### src/design/brbs_fifo.sv
// ----------------------------------------------------------------------------
// brbs_fifo
// Small flop-based first-in first-out queue.
// ----------------------------------------------------------------------------
module brbs_fifo #(
    parameter int WIDTH = 32,
    parameter int DEPTH = 4
) (
    input  logic             clk,
    input  logic             rst_n,
    input  logic             push,
    input  logic [WIDTH-1:0] din,
    output logic             full,
    input  logic             pop,
    output logic [WIDTH-1:0] dout,
    output logic             empty
);

    localparam int PW = (DEPTH > 1) ? $clog2(DEPTH) : 1;

    logic [WIDTH-1:0] data_reg [DEPTH];
    logic [PW-1:0]    wr_ptr_reg, wr_ptr_next;
    logic [PW-1:0]    rd_ptr_reg, rd_ptr_next;
    logic [PW:0]      count_reg, count_next;
    logic             do_push;
    logic             do_pop;

    assign full    = (count_reg == (PW+1)'(DEPTH));
    assign empty   = (count_reg == '0);
    assign dout    = data_reg[rd_ptr_reg];
    assign do_push = push && !full;
    assign do_pop  = pop && !empty;

    // pointer and count update
    always_comb
    begin
        wr_ptr_next = wr_ptr_reg;
        rd_ptr_next = rd_ptr_reg;
        count_next  = count_reg;
        if (do_push)
        begin
            wr_ptr_next = (wr_ptr_reg == PW'(DEPTH - 1)) ? '0 : wr_ptr_reg + PW'(1);
        end
        if (do_pop)
        begin
            rd_ptr_next = (rd_ptr_reg == PW'(DEPTH - 1)) ? '0 : rd_ptr_reg + PW'(1);
        end
        if (do_push && !do_pop)
        begin
            count_next = count_reg + (PW+1)'(1);
        end
        else if (do_pop && !do_push)
        begin
            count_next = count_reg - (PW+1)'(1);
        end
    end

    always_ff @(posedge clk or negedge rst_n)
    begin
        if (!rst_n)
        begin
            wr_ptr_reg <= '0;
            rd_ptr_reg <= '0;
            count_reg  <= '0;
        end
        else
        begin
            wr_ptr_reg <= wr_ptr_next;
            rd_ptr_reg <= rd_ptr_next;
            count_reg  <= count_next;
        end
    end

    // storage
    always_ff @(posedge clk)
    begin
        if (do_push)
        begin
            data_reg[wr_ptr_reg] <= din;
        end
    end

endmodule

### config.mk
export PLATFORM = sky130hd
export DESIGN_NAME = brbs_fifo
export DESIGN_NICKNAME = d
export VERILOG_FILES = /design/src/design/brbs_fifo.sv
export SDC_FILE = /design/constraint.sdc
export NUM_CORES = 1
export LEC_CHECK = 0
export ABC_AREA = 1
export BUFFER_PORTS_ARGS = -buffer_cell sky130_fd_sc_hd__clkbuf_2
export CORE_AREA = 10 10 106 108
export CTS_BUF_LIST = sky130_fd_sc_hd__clkbuf_16
export CTS_CLUSTER_SIZE = 40
export DETAILED_ROUTE_END_ITERATION = 8
export DIE_AREA = 0 0 116 118
export PLACE_DENSITY = 0.83
export SYNTH_ARGS = -nofsm -noshare
export SYNTH_HDL_FRONTEND = slang
export SYNTH_SLANG_ARGS = --single-unit
### constraint.sdc
create_clock -name clk -period 5.1 [get_ports clk]
set_input_delay 0 -clock clk [delete_from_list [all_inputs] [get_ports clk]]
set_output_delay 0 -clock clk [all_outputs]
set_load 0.1 [all_outputs]
==> results.md <==
* Initial Util at 0.603
* CP endpoint kind: primary output
* Initial drt markers at 265
* Synthesized cell area at 5490 um2
* DR vias at 3,534
* Async SR Flop Fraction at 0.0519
* Fmax at 0.390 GHz
* Startpoint types: register
* Final Skew at 0.00464 ns
* Cell variety after synth at 16
* Worst-Skew Late Latency at 0.41 ns
* Die width at 116 um
* Crit-path max FO at 131
* Placed Cells at 594
* Max-cap viol count at 0
* Area of the core at 9110 um2
* Antenna violations before repair at 0
* Routed wire length at 11,600 um
* Ratio of cells with drive above 1 in the final layout at 0.196
* DRC at 0
* CTS Buf Count at 17
* CP cell instances: o211ai_1 > nand2_1 > clkbuf_2
* Min-delay src: din[2]
* Final Hold Fails at 0
* Wirelength per Cell at 17.5 um
* Routed vias/inst at 5.34
* DRT antenna net count at 0
* Slew margin rel. at 0.193
* Filler cell count at 537
* Crit path max-delay family: flip-flops
* Most frequent cell after synthesis: edfxtp_1
* First-pass GRT wire length at 19,100 um
* Worst Path Required at 5.10 ns
* Clock tree buffer depth at 2
* Clock sink total at 135
* DRT Pass-1 Iters at 5
* Outcome: finished, final reports clean
* Final Max Tran Viols at 0
* Die ar. at 13,700 um2
* Final #Nets at 581
* Number of synthesized flops with an enable pin at 128
* Synth Instances at 434
* Largest area contributor in the netlist: edfxtp_1
* Crit path launch: rd_ptr_reg[0]
* Worst Path Arrival at 2.57 ns
* Root Buffer: clkbuf_16
* Min-Delay Path Class: primary input to register
* Boundary Pins at 70
* Wire length on met1 at 4520 um
* ANT cells at 0
* Final Wtd Congestion at 0.717
* Synth top cells by count: edfxtp_1 (128), nand2_1 (111), inv_1 (79), o211ai_1 (64), buf_2 (18)
* H-tree level count at 4
* Worst-margin pin slew at 1.21 ns
* Reg clk slew, reported paths at 0.06 ns
* Rows at 35
* Yosys top cell area share at 0.700
* Die Y at 118 um
* DR WL met3 at 717 um
* Synthesized flop and latch total at 135
* Fin crit share at 0.503
* Setup TNS at 0 ns
* Synth Warn # at 0
* Synthesized net count at 477
* Hold slack at 0.349 ns
* CP max stage cell: dfrtp_4
* DPL Wire Length at 6360 um
* Top layer in use: met4
* CP peak stage delay at 1.23 ns
* TritonCTS clock tree: done
* Gr usage total at 0.180
* Global route overflow at 0
* Vias in the first global route at 3,787
* Max reg flops at 128
* Top cells by area, synth: edfxtp_1 (70%), o211ai_1 (8.7%), nand2_1 (7.6%)
* Final Critical Period at 2.57 ns
* WL met2 at 6140 um
* Worst path bufs/invs at 1
* WS Path Type: register to primary output
* RSZ-0062 raised after global routing: false
* Main flop type after synthesis: edfxtp_1
* Largest net degree at the start of global routing at 132
* Buffers on Ports at 69
* Post-CTS Resized at 0
* Final setup fails at 0
* Fin cells at 662
* Area Overhead vs Synth at 25.4%
* Mean Syn Cell Area at 12.7 um2
* Seq/Total Area, Yosys at 0.731
* RR Startpoint: count_reg[0]
## cell type report
type                    instances  area, um2  share of cell area
flip-flops and latches        135       4020               0.584
multi-input cells             198       1100               0.160
repair buffers                106        713               0.104
clock buffers                  17        425              0.0617
inverters                      80        300              0.0436
clock inverters                15        190              0.0276
well taps                     111        139              0.0202
## layer usage
layer | up-vias | GRT usage
met2 | 110 | 0.308
met1 | 1694 | 0.201
met3 | 20 | 0.0499
li1 | 1710 | -
met4 | 0 | 0.0798
met5 | - | 0
## metrics by stage
step | instance area [um2] | setup slack [ns] | util
after floorplan | 5490 | 2.60 | -
after global placement | 5910 | 2.99 | 0.649
after detailed placement | 5910 | 2.90 | 0.649
after CTS | 6890 | 2.55 | 0.756
after global routing | 6890 | 2.31 | 0.756
final | 6890 | 2.53 | 0.756
## placed cells by master (no fill, tap or decap), types with 2 or more instances in the layout
| master | n |
|---|---|
| bufinv_16 | 3 |
| clkbuf_16 | 17 |
| clkbuf_2 | 69 |
| clkinv_4 | 4 |
| dfrtp_1 | 6 |
| dlygate4sd3_1 | 36 |
| edfxtp_1 | 128 |
| ha_1 | 6 |
| inv_1 | 79 |
| inv_6 | 6 |
| nand2_1 | 111 |
| nand3_1 | 7 |
| nor2_1 | 2 |
| nor2_4 | 4 |
| o211ai_1 | 64 |
## what timing repair did
action	in CTS	in global routing
hold endpoints to repair	139	0
hold buffers	36	0
buffers inserted	0	0
## final timing paths
check,cells after the start,end,slack [ns]
hold reg to reg,2,count_reg[2],0.52
min in group asynchronous,3,count_reg[1],0.55
setup reg to reg,4,data_reg[0][9],2.90
setup / recovery,3,dout[14],2.53
max in group asynchronous,3,rd_ptr_reg[0],4.26
hold / removal,2,data_reg[3][2],0.35
## cells by family (layout without fill, tap and decap cells)
family          after synthesis  count (layout)  synth area share
flops                       135             135             0.731
simple gates                125             125            0.0875
buf+inv                     101             218            0.0738
compound gates               65              65            0.0884
fa+ha+maj                     7               7            0.0173
xor+xnor                      1               1           0.00159
## worst register-to-register path: cells and delay by family (launching register included)
| family | cells | cell delay [ns] |
|---|---|---|
| buffers and inverters | 1 | 0.08 |
| flip-flops | 1 | 0.42 |
| AND/OR/NAND/NOR | 3 | 1.29 |
Power is left out: the tool's default activity adds up to more than one toggle a clock period on the data nets, which glitch-free logic cannot reach.
